**src/rtl/vl2n_pkg.sv**
```systemverilog
// shared types and constants of the l2 normalize block
// no dependencies; used by every module of the block but vl2n_ram
`timescale 1ns / 1ps

package vl2n_pkg;

    localparam int VECTOR_LEN_DEF   = 64;
    localparam int SAMPLE_WIDTH_DEF = 16;
    localparam int EPS_W            = 16;
    localparam logic [EPS_W-1:0] EPS_RESET = 16'd1;
    localparam int NORM_W           = 18;
    localparam int Q_W              = 16;
    localparam int M_TDATA_W        = 40;

    typedef enum logic [2:0] {
        ST_INGEST,
        ST_ACCUM,
        ST_SQRT_LOAD,
        ST_SQRT,
        ST_READ,
        ST_DIV_LOAD,
        ST_DIV,
        ST_OUT
    } state_t;

    typedef struct packed {
        logic ingest;
        logic sqrt_load;
        logic sqrt_step;
        logic rd_issue;
        logic div_load;
        logic div_step;
        logic rd_next;
        logic clear;
    } cmd_t;

    typedef struct packed {
        logic close_in;
        logic sqrt_done;
        logic div_done;
        logic last_rd;
    } sts_t;

endpackage

```
**src/rtl/vl2n_ram.sv**
```systemverilog
// generic single-write, single-read ram with registered read data
// no dependencies
`timescale 1ns / 1ps

module vl2n_ram #(
    parameter int WIDTH = 16,
    parameter int DEPTH = 64,
    localparam int AW = (DEPTH > 1) ? $clog2(DEPTH) : 1
) (
    input  logic             clk,
    input  logic             we,
    input  logic [AW-1:0]    waddr,
    input  logic [WIDTH-1:0] wdata,
    input  logic             re,
    input  logic [AW-1:0]    raddr,
    output logic [WIDTH-1:0] rdata
);

    logic [WIDTH-1:0] mem [DEPTH];
    logic [WIDTH-1:0] rdata_reg;

    always_ff @(posedge clk) begin
        if (we) begin
            mem[waddr] <= wdata;
        end
        if (re) begin
            rdata_reg <= mem[raddr];
        end
    end

    assign rdata = rdata_reg;

endmodule

```
**src/rtl/vl2n_ctrl.sv**
```systemverilog
// sequencer of the l2 normalize block: ingest, root, per-item divide, output
// depends on vl2n_pkg
`timescale 1ns / 1ps

module vl2n_ctrl (
    input  logic            aclk,
    input  logic            aresetn,
    input  logic            s_valid,
    input  logic            m_ready,
    input  vl2n_pkg::sts_t  sts,
    output vl2n_pkg::cmd_t  cmd,
    output logic            s_ready,
    output logic            m_valid
);

    vl2n_pkg::state_t state_reg, state_next;

    always_ff @(posedge aclk) begin
        if (!aresetn) begin
            state_reg <= vl2n_pkg::ST_INGEST;
        end else begin
            state_reg <= state_next;
        end
    end

    always_comb begin
        state_next = state_reg;
        unique case (state_reg)
            vl2n_pkg::ST_INGEST: begin
                if (s_valid && sts.close_in) state_next = vl2n_pkg::ST_ACCUM;
            end
            vl2n_pkg::ST_ACCUM:     state_next = vl2n_pkg::ST_SQRT_LOAD;
            vl2n_pkg::ST_SQRT_LOAD: state_next = vl2n_pkg::ST_SQRT;
            vl2n_pkg::ST_SQRT: begin
                if (sts.sqrt_done) state_next = vl2n_pkg::ST_READ;
            end
            vl2n_pkg::ST_READ:      state_next = vl2n_pkg::ST_DIV_LOAD;
            vl2n_pkg::ST_DIV_LOAD:  state_next = vl2n_pkg::ST_DIV;
            vl2n_pkg::ST_DIV: begin
                if (sts.div_done) state_next = vl2n_pkg::ST_OUT;
            end
            vl2n_pkg::ST_OUT: begin
                if (m_ready) begin
                    state_next = sts.last_rd ? vl2n_pkg::ST_INGEST : vl2n_pkg::ST_READ;
                end
            end
            default: state_next = vl2n_pkg::ST_INGEST;
        endcase
    end

    always_comb begin
        cmd       = '0;
        s_ready   = 1'b0;
        m_valid   = 1'b0;
        unique case (state_reg)
            vl2n_pkg::ST_INGEST: begin
                s_ready    = 1'b1;
                cmd.ingest = s_valid;
            end
            vl2n_pkg::ST_ACCUM:     ;
            vl2n_pkg::ST_SQRT_LOAD: cmd.sqrt_load = 1'b1;
            vl2n_pkg::ST_SQRT:      cmd.sqrt_step = 1'b1;
            vl2n_pkg::ST_READ:      cmd.rd_issue  = 1'b1;
            vl2n_pkg::ST_DIV_LOAD:  cmd.div_load  = 1'b1;
            vl2n_pkg::ST_DIV:       cmd.div_step  = 1'b1;
            vl2n_pkg::ST_OUT: begin
                m_valid     = 1'b1;
                cmd.rd_next = m_ready && !sts.last_rd;
                cmd.clear   = m_ready && sts.last_rd;
            end
            default: ;
        endcase
    end

endmodule

```
**src/rtl/vl2n_dp.sv**
```systemverilog
// datapath: sample store, sum of squares, bit-serial root, bit-serial divider
// depends on vl2n_pkg and vl2n_ram
`timescale 1ns / 1ps

module vl2n_dp #(
    parameter int VECTOR_LEN   = vl2n_pkg::VECTOR_LEN_DEF,
    parameter int SAMPLE_WIDTH = vl2n_pkg::SAMPLE_WIDTH_DEF
) (
    input  logic                          aclk,
    input  logic                          aresetn,
    input  vl2n_pkg::cmd_t                cmd,
    output vl2n_pkg::sts_t                sts,
    input  logic [SAMPLE_WIDTH-1:0]       in_sample,
    input  logic                          in_final,
    input  logic                          cfg_we,
    input  logic [vl2n_pkg::EPS_W-1:0]    cfg_eps,
    output logic [vl2n_pkg::Q_W-1:0]      out_norm_q,
    output logic [vl2n_pkg::NORM_W-1:0]   out_norm_value
);

    localparam int SW     = SAMPLE_WIDTH;
    localparam int SUM_W  = (2 * SW + 7 > 64) ? 64 : 2 * SW + 7;
    localparam int ROOT_W = (SUM_W + 1) / 2;
    localparam int CNT_W  = $clog2(VECTOR_LEN + 1);
    localparam int IDX_W  = (VECTOR_LEN > 1) ? $clog2(VECTOR_LEN) : 1;
    localparam int SQC_W  = $clog2(ROOT_W);
    localparam int DVC_W  = $clog2(vl2n_pkg::Q_W);
    localparam int CMP_W  = ((SW > ROOT_W) ? SW : ROOT_W) + 1;
    localparam int QW     = vl2n_pkg::Q_W;

    // configuration
    logic [vl2n_pkg::EPS_W-1:0] eps_reg;
    always_ff @(posedge aclk) begin
        if (!aresetn) eps_reg <= vl2n_pkg::EPS_RESET;
        else if (cfg_we) eps_reg <= cfg_eps;
    end

    // ingest: magnitude, square, accumulate
    logic [SW-1:0]    in_mag;
    logic [2*SW-1:0]  sq_reg;
    logic             sq_valid_reg;
    logic [SUM_W-1:0] sum_reg;
    logic [SUM_W:0]   sum_add;
    logic [SUM_W:0]   eps_add;
    logic [CNT_W-1:0] count_reg;
    logic [CNT_W-1:0] rd_idx_reg;

    assign in_mag  = in_sample[SW-1] ? (~in_sample + 1'b1) : in_sample;
    assign sum_add = {1'b0, sum_reg} + (SUM_W + 1)'(sq_reg);
    assign eps_add = {1'b0, sum_reg} + (SUM_W + 1)'(eps_reg);

    always_ff @(posedge aclk) begin
        if (!aresetn) begin
            sq_valid_reg <= 1'b0;
            sum_reg      <= '0;
            count_reg    <= '0;
            rd_idx_reg   <= '0;
        end else begin
            sq_valid_reg <= cmd.ingest;
            if (cmd.sqrt_load) begin
                sum_reg <= '0;
            end else if (sq_valid_reg) begin
                sum_reg <= sum_add[SUM_W] ? {SUM_W{1'b1}} : sum_add[SUM_W-1:0];
            end
            if (cmd.ingest) count_reg <= count_reg + 1'b1;
            else if (cmd.clear) count_reg <= '0;
            if (cmd.clear) rd_idx_reg <= '0;
            else if (cmd.rd_next) rd_idx_reg <= rd_idx_reg + 1'b1;
        end
    end

    always_ff @(posedge aclk) begin
        if (cmd.ingest) sq_reg <= in_mag * in_mag;
    end

    // sample store
    logic [SW-1:0] rd_data;
    vl2n_ram #(.WIDTH(SW), .DEPTH(VECTOR_LEN)) u_store (
        .clk   (aclk),
        .we    (cmd.ingest),
        .waddr (count_reg[IDX_W-1:0]),
        .wdata (in_sample),
        .re    (cmd.rd_issue),
        .raddr (rd_idx_reg[IDX_W-1:0]),
        .rdata (rd_data)
    );

    // floor square root, two radicand bits per step
    logic [2*ROOT_W-1:0] rt_v_reg;
    logic [ROOT_W+1:0]   rt_rem_reg;
    logic [ROOT_W-1:0]   root_reg;
    logic [SQC_W-1:0]    rt_cnt_reg;
    logic [ROOT_W+3:0]   rt_sh;
    logic [ROOT_W+3:0]   rt_trial;
    logic [ROOT_W+3:0]   rt_diff;

    assign rt_sh    = {rt_rem_reg, rt_v_reg[2*ROOT_W-1 -: 2]};
    assign rt_trial = {2'b00, root_reg, 2'b01};
    assign rt_diff  = rt_sh - rt_trial;

    always_ff @(posedge aclk) begin
        if (cmd.sqrt_load) begin
            rt_v_reg   <= (2 * ROOT_W)'(eps_add[SUM_W] ? {SUM_W{1'b1}} : eps_add[SUM_W-1:0]);
            rt_rem_reg <= '0;
            root_reg   <= '0;
            rt_cnt_reg <= '0;
        end else if (cmd.sqrt_step) begin
            rt_v_reg   <= {rt_v_reg[2*ROOT_W-3:0], 2'b00};
            rt_cnt_reg <= rt_cnt_reg + 1'b1;
            if (rt_sh >= rt_trial) begin
                rt_rem_reg <= rt_diff[ROOT_W+1:0];
                root_reg   <= {root_reg[ROOT_W-2:0], 1'b1};
            end else begin
                rt_rem_reg <= rt_sh[ROOT_W+1:0];
                root_reg   <= {root_reg[ROOT_W-2:0], 1'b0};
            end
        end
    end

    // restoring divide of |sample| * 2^15 by the norm, one quotient bit per step
    logic [SW-1:0]     dv_mag;
    logic [CMP_W-1:0]  dv_lhs;
    logic [CMP_W-1:0]  dv_rhs;
    logic [ROOT_W-1:0] dv_rem_reg;
    logic [QW-1:0]     dv_dvd_reg;
    logic [QW-1:0]     dv_q_reg;
    logic [DVC_W-1:0]  dv_cnt_reg;
    logic              dv_neg_reg;
    logic              dv_sat_reg;
    logic              dv_zero_reg;
    logic [ROOT_W:0]   dv_sh;
    logic [ROOT_W:0]   dv_diff;

    assign dv_mag  = rd_data[SW-1] ? (~rd_data + 1'b1) : rd_data;
    assign dv_lhs  = CMP_W'(dv_mag);
    assign dv_rhs  = CMP_W'({root_reg, 1'b0});
    assign dv_sh   = {dv_rem_reg, dv_dvd_reg[QW-1]};
    assign dv_diff = dv_sh - {1'b0, root_reg};

    always_ff @(posedge aclk) begin
        if (cmd.div_load) begin
            dv_neg_reg  <= rd_data[SW-1];
            dv_zero_reg <= (root_reg == '0);
            dv_sat_reg  <= (dv_lhs >= dv_rhs);
            dv_rem_reg  <= ROOT_W'(dv_mag >> 1);
            dv_dvd_reg  <= {dv_mag[0], {(QW - 1){1'b0}}};
            dv_q_reg    <= '0;
            dv_cnt_reg  <= '0;
        end else if (cmd.div_step) begin
            dv_dvd_reg <= {dv_dvd_reg[QW-2:0], 1'b0};
            dv_cnt_reg <= dv_cnt_reg + 1'b1;
            if (dv_sh >= {1'b0, root_reg}) begin
                dv_rem_reg <= dv_diff[ROOT_W-1:0];
                dv_q_reg   <= {dv_q_reg[QW-2:0], 1'b1};
            end else begin
                dv_rem_reg <= dv_sh[ROOT_W-1:0];
                dv_q_reg   <= {dv_q_reg[QW-2:0], 1'b0};
            end
        end
    end

    // sign and saturation of the q1.15 result
    localparam logic [QW-1:0] Q_POS_MAX = {1'b0, {(QW - 1){1'b1}}};
    localparam logic [QW-1:0] Q_NEG_MAX = {1'b1, {(QW - 1){1'b0}}};

    always_comb begin
        if (dv_zero_reg) begin
            out_norm_q = '0;
        end else if (dv_neg_reg) begin
            out_norm_q = (dv_sat_reg || dv_q_reg > Q_NEG_MAX) ? Q_NEG_MAX : (~dv_q_reg + 1'b1);
        end else begin
            out_norm_q = (dv_sat_reg || dv_q_reg > Q_POS_MAX) ? Q_POS_MAX : dv_q_reg;
        end
    end

    assign out_norm_value = (ROOT_W'(root_reg) > ROOT_W'({vl2n_pkg::NORM_W{1'b1}}))
                          ? {vl2n_pkg::NORM_W{1'b1}} : vl2n_pkg::NORM_W'(root_reg);

    assign sts.close_in  = in_final || (count_reg == CNT_W'(VECTOR_LEN - 1));
    assign sts.sqrt_done = cmd.sqrt_step && (rt_cnt_reg == SQC_W'(ROOT_W - 1));
    assign sts.div_done  = cmd.div_step && (dv_cnt_reg == DVC_W'(QW - 1));
    assign sts.last_rd   = ((rd_idx_reg + 1'b1) == count_reg);

endmodule

```
**src/rtl/vector_l2_normalize_top.sv**
```systemverilog
// top level of the l2 normalize block
// depends on vl2n_pkg, vl2n_ctrl, vl2n_dp (and vl2n_ram below it)
`timescale 1ns / 1ps
//
//  channel   direction  handshake           payload
//  s_        in         s_tvalid/s_tready   s_tdata: sample, s_tlast: is_final
//  m_        out        m_tvalid/m_tready   m_tdata: normalized, norm_value; m_tlast: end
//  cfg_      in         cfg_valid/cfg_ready cfg_data: epsilon (always ready)
//
//  samples are taken one per cycle while s_tready is high; a vector closes on s_tlast or
//  when the store fills; then come the accumulate and root load states and the serial root,
//  one root bit per cycle, (SUM_W+1)/2 bits with SUM_W = min(64, 2*SAMPLE_WIDTH+7), i.e. 20
//  at the default width; each result runs through store read, divider load, 16 divide
//  steps and output, one quotient bit per step; a stalled m_tready holds the result
//  no input is taken from closing a vector until its last result is delivered
//  reset is synchronous, active low; the store needs no clearing

module vector_l2_normalize_top #(
    parameter int VECTOR_LEN   = vl2n_pkg::VECTOR_LEN_DEF,
    parameter int SAMPLE_WIDTH = vl2n_pkg::SAMPLE_WIDTH_DEF,
    localparam int S_TDATA_W   = ((SAMPLE_WIDTH + 7) / 8) * 8
) (
    input  logic                             aclk,
    input  logic                             aresetn,
    input  logic                             s_tvalid,
    output logic                             s_tready,
    input  logic [S_TDATA_W-1:0]             s_tdata,   // sample
    input  logic                             s_tlast,
    output logic                             m_tvalid,
    input  logic                             m_tready,
    output logic [vl2n_pkg::M_TDATA_W-1:0]   m_tdata,   // normalized[15:0], norm_value[33:16]
    output logic                             m_tlast,
    input  logic                             cfg_valid,
    output logic                             cfg_ready,
    input  logic [vl2n_pkg::EPS_W-1:0]       cfg_data
);

    vl2n_pkg::cmd_t cmd;
    vl2n_pkg::sts_t sts;

    logic [vl2n_pkg::Q_W-1:0]    norm_q;
    logic [vl2n_pkg::NORM_W-1:0] norm_value;

    // epsilon is taken in any cycle
    assign cfg_ready = 1'b1;

    vl2n_ctrl u_ctrl (
        .aclk    (aclk),
        .aresetn (aresetn),
        .s_valid (s_tvalid),
        .m_ready (m_tready),
        .sts     (sts),
        .cmd     (cmd),
        .s_ready (s_tready),
        .m_valid (m_tvalid)
    );

    vl2n_dp #(
        .VECTOR_LEN   (VECTOR_LEN),
        .SAMPLE_WIDTH (SAMPLE_WIDTH)
    ) u_dp (
        .aclk           (aclk),
        .aresetn        (aresetn),
        .cmd            (cmd),
        .sts            (sts),
        .in_sample      (s_tdata[SAMPLE_WIDTH-1:0]),
        .in_final       (s_tlast),
        .cfg_we         (cfg_valid),
        .cfg_eps        (cfg_data),
        .out_norm_q     (norm_q),
        .out_norm_value (norm_value)
    );

    // pack the result item, zero filled to whole bytes
    assign m_tdata = vl2n_pkg::M_TDATA_W'({norm_value, norm_q});
    // the last result of the vector is the one at the last written store index
    assign m_tlast = sts.last_rd;

endmodule

```
**config.mk**
```make
export PLATFORM = sky130hd
export DESIGN_NAME = vector_l2_normalize_top
export DESIGN_NICKNAME = d
export VERILOG_FILES = /design/src/rtl/vl2n_pkg.sv /design/src/rtl/vl2n_ram.sv /design/src/rtl/vl2n_ctrl.sv /design/src/rtl/vl2n_dp.sv /design/src/rtl/vector_l2_normalize_top.sv
export SDC_FILE = /design/constraint.sdc
export NUM_CORES = 2
export LEC_CHECK = 0
export BUFFER_PORTS_ARGS = -buffer_cell sky130_fd_sc_hd__clkbuf_2
export CAP_MARGIN = 30
export CORE_MARGIN = 5
export CORE_UTILIZATION = 40
export CTS_CLUSTER_DIAMETER = 200
export DETAILED_ROUTE_END_ITERATION = 6
export GPL_ROUTABILITY_DRIVEN = 0
export HOLD_SLACK_MARGIN = 0.08
export PLACE_DENSITY = 0.6
export RECOVER_POWER = 25
export SLEW_MARGIN = 25
export SYNTH_ARGS = -nofsm -noshare
export SYNTH_HDL_FRONTEND = slang
export SYNTH_SLANG_ARGS = --single-unit
```
**constraint.sdc**
```tcl
create_clock -name aclk -period 13.4 [get_ports aclk]
set_clock_uncertainty 0.15 [all_clocks]
set_input_delay 0.67 -clock aclk [delete_from_list [all_inputs] [get_ports aclk]]
set_output_delay 0.67 -clock aclk [all_outputs]
set_load 0.03 [all_outputs]
```
==> metrics.md <==
| Metric | Value |
|---|---|
| DRC | 0 |
| Share of layout cells above drive strength 1 | 17.3% |
| Seq/Total Area, Yosys | 59.7% |
| Synth top area share | a little over half |
| Hold WS | between 0.2 and 0.25 ns |
| Crit end category | register |
| Cells after DPL | 6177 |
| Setup tns final | 0 ns |
| Layout Nets | 4710 |
| Initial core utilization | about two fifths |
| Ys async rst share | 0% |
| DP HPWL | 95.3 mm |
| Site Rows | roughly 140 |
| FF-to-FF path depth | 6 |
| Routed via count | approximately 35000 |
| Synth area leader | edfxtp_1 |
| Initial antenna violation count | 6 |
| CTS resizes | 0 |
| Warnings, synthesis | 0 |
| Sw Pwr | between 5 and 6 mW |
| Htree depth | 4 |
| Die ar. | 162000 sq um |
| I/O Pins | a little over 80 |
| Max FFs per register | about 1000 |
| Least-Margin Pin Slew | 3.80 ns |
| Mapped cell area | just over 60000 sq um |
| Final min period | around 11 ns |
| VDD IR max | 0.324 mV |
| Final period util | 78.5% |
| PortBufs | 74 |
| CP Data Arrival Time | about 11 ns |
| RSZ-0062 raised after global routing | no |
| CP Launch Type | input pin |
| Remaining antenna violation count | 0 |
| Switching Fraction | 36.3% |
| Clock sinks | roughly 1300 |
| Setup slack, reg-to-reg | between 8 and 9 ns |
| Post-route insts no fill | 6444 |
| Status | complete, but fails checks |
| Worst path required time | 13.77 ns |
| GRT Resource Usage Total | 18.4% |
| CP Capture Point | u_dp.sq_reg[31] |
| Chip width | 403 um |
| Failing checks | max-capacitance violations, max-slew violations |
| Worst Setup SP | s_tdata[8] |
| Hold WC Path Type | in -> reg |
| R2R Path End | u_dp.u_store.rdata[8] |
| First drt pass iteration count | 5 |
| Total wire length | 151 mm |
| EDFF count, synth | 1130 |
| CTS Buf Count | 138 |
| Synth Register Bits | about 1300 |
| Pre-CTS setup slack | 3.26 ns |
| Sequential power share | 32.6% |
| Crit path max fanout | 70 |
| Die Y | 403 um |
| Comb pwr share | 42.8% |
| Cell count after synthesis | 4105 |
| Post-DR vias/cell | 5.46 |
| Max Cap Viol | 10 |
| Synthesis-to-finish area growth | 12.8% |
| Synth cell types | 82 |
| CTS tree | yes |
| Fin. Hold Viols | 0 |
| Post-DP Area | approximately 65000 sq um |
| Worst slew margin | -154% |
| Wire length per cell | 23.4 um |
| Grt ovf | 0 |
| Mean Syn Cell Area | 15.0 sq um |
| Setup slack after layout | ~2.9 ns |
| FMAX | between 0.09 and 0.1 GHz |
| Most frequent cells in the layout | edfxtp_1, mux4_2, inv_1 |
| Clock tree buffer depth | 3 |
| Design Power | around 15 mW |
| Vias in the first global route | 35200 |
| Root buf cell | clkbuf_16 |
| CTS clock-pin slew for the worst setup and hold paths | 0.06 ns |
| Synth Flop Type | edfxtp_1 |
| Static Leakage | approximately 25 nW |
| Initial DRC Count | 3265 |
| RR Startpoint | u_dp.rd_idx_reg[0] |
| Largest net degree at the start of global routing | 151 |
| Pwr/cell area | 217 nW/um^2 |
| Core Region | 154000 sq um |
| Internal power | 9.64 mW |
| Slew Limit Fails | 701 |
| Utilization after layout | 45.3% |
| WS Path Type | in -> reg |
| First-pass GRT wire length | 225 mm |
| Clk_lat worst skew | 0.77 ns |
| Final setup violation count | 0 |
| Commonest non-fill, non-tap cell in the layout | edfxtp_1 |
| Synth top area cells | edfxtp_1, mux4_2, fa_1, dfxtp_1, ha_1 |
| Finished layout cell area | 69600 sq um |
| Clock share of power | between 20% and 30% |
-- layer usage --
metal / GRT usage, % / routed length, um / up-vias / part of all wire [%]
met5: 0 / 13 / - / 0.0086
met4: 5.08 / 3670 / 2 / 2.4
met3: 4.40 / 10800 / 190 / 7.2
met2: 29.1 / 70300 / 1032 / 47
met1: 25.6 / 66000 / 18000 / 44
li1: - / - / 16000 / -
-- synth_stat cells (all sizes together), types with 19 or more instances --
master  count
a211oi     19
a21o       65
a21oi     163
a311oi     20
a31oi      63
and3       27
buf        48
clkbuf    133
dfxtp     145
edfxtp   1130
fa        167
ha        212
inv       320
mux2i      40
mux4      336
nand2     182
nand2b     21
nand3      59
nand4      25
nor2      309
nor2b      25
nor3       39
o21a       28
o21ai     154
o22ai      22
xnor2     102
xor2       68
-- cell families (layout without fill, tap and decap cells) --
family / after synthesis / after routing / share of synthesized area (%)
adder cells (fa/ha/maj): 379 / 379 / 9.71
AND/OR/NAND/NOR: 755 / 755 / 5.59
XOR/XNOR: 170 / 170 / 2.41
flip-flops: 1275 / 1275 / 59.7
buffers and inverters: 507 / 785 / 3.16
other: 2 / 19 / 0.0122
AO/OA/AOI/OAI: 640 / 640 / 6.54
multiplexers: 377 / 377 / 12.9
-- critical path: stages --
cell and delay (ns):
clkbuf_2 0.07, clkbuf_1 2.52, or4_1 0.42, nand2_1 0.08, xor2_1 0.63, clkinv_1 0.57, nand2_1 0.31, fa_1 0.45
inv_1 0.08, fa_1 0.43, fa_1 0.53, fa_1 0.52, fa_1 0.55, inv_1 0.06, fa_1 0.53, inv_1 0.04
ha_1 0.36, a21o_1 0.18, a21o_1 0.18, a21o_1 0.21, a21o_1 0.18, a21oi_1 0.17, o21ai_0 0.13, o41ai_1 0.48
o21ai_0 0.17, a21oi_1 0.20, xnor2_1 0.09
-- power by group through the flow --
| stage | clock [mW] | combinational, mW | sequential, mW |
|---|---|---|---|
| after CTS | 3.80 | 6.53 | 4.92 |
| after global placement | 0 | 6.43 | 5.00 |
| final | 3.71 | 6.48 | 4.93 |
| after detailed placement | 0 | 6.48 | 5.01 |
| after global routing | 3.97 | 7.38 | 4.95 |
| after floorplan | 0 | 5.02 | 4.96 |
-- how the worst min path moves through the flow --
stage                             start                   to  slack (ns)  cells after the start
finish                         m_tready   u_dp.rd_idx_reg[0]        0.21                      4
global route                   m_tready   u_dp.rd_idx_reg[0]        0.20                      4
CTS                            m_tready   u_dp.rd_idx_reg[0]        0.13                      4
detailed placement  u_dp.rt_rem_reg[21]  u_dp.rt_rem_reg[21]        0.30                      2
global placement    u_dp.rt_rem_reg[21]  u_dp.rt_rem_reg[21]        0.29                      2
floorplan           u_dp.rt_rem_reg[21]  u_dp.rt_rem_reg[21]        0.27                      2
-- cell type report --
cell class	instances	area [sq um]
Tap cell	2044	2560
Inverter	326	1220
Sequential cell	1275	36900
Timing Repair Buffer	213	1450
Fill cell	13300	84000
Clock buffer	186	3760
Multi-Input combinational cell	2339	23100
Antenna cell	1	2.50
Clock inverter	60	698
-- repair_timing --
action,4_1_cts,5_1_grt
hold buffers,17,0
setup buffers,0,0
hold endpoints to repair,16,0
(Power assumes the default switching activity.)
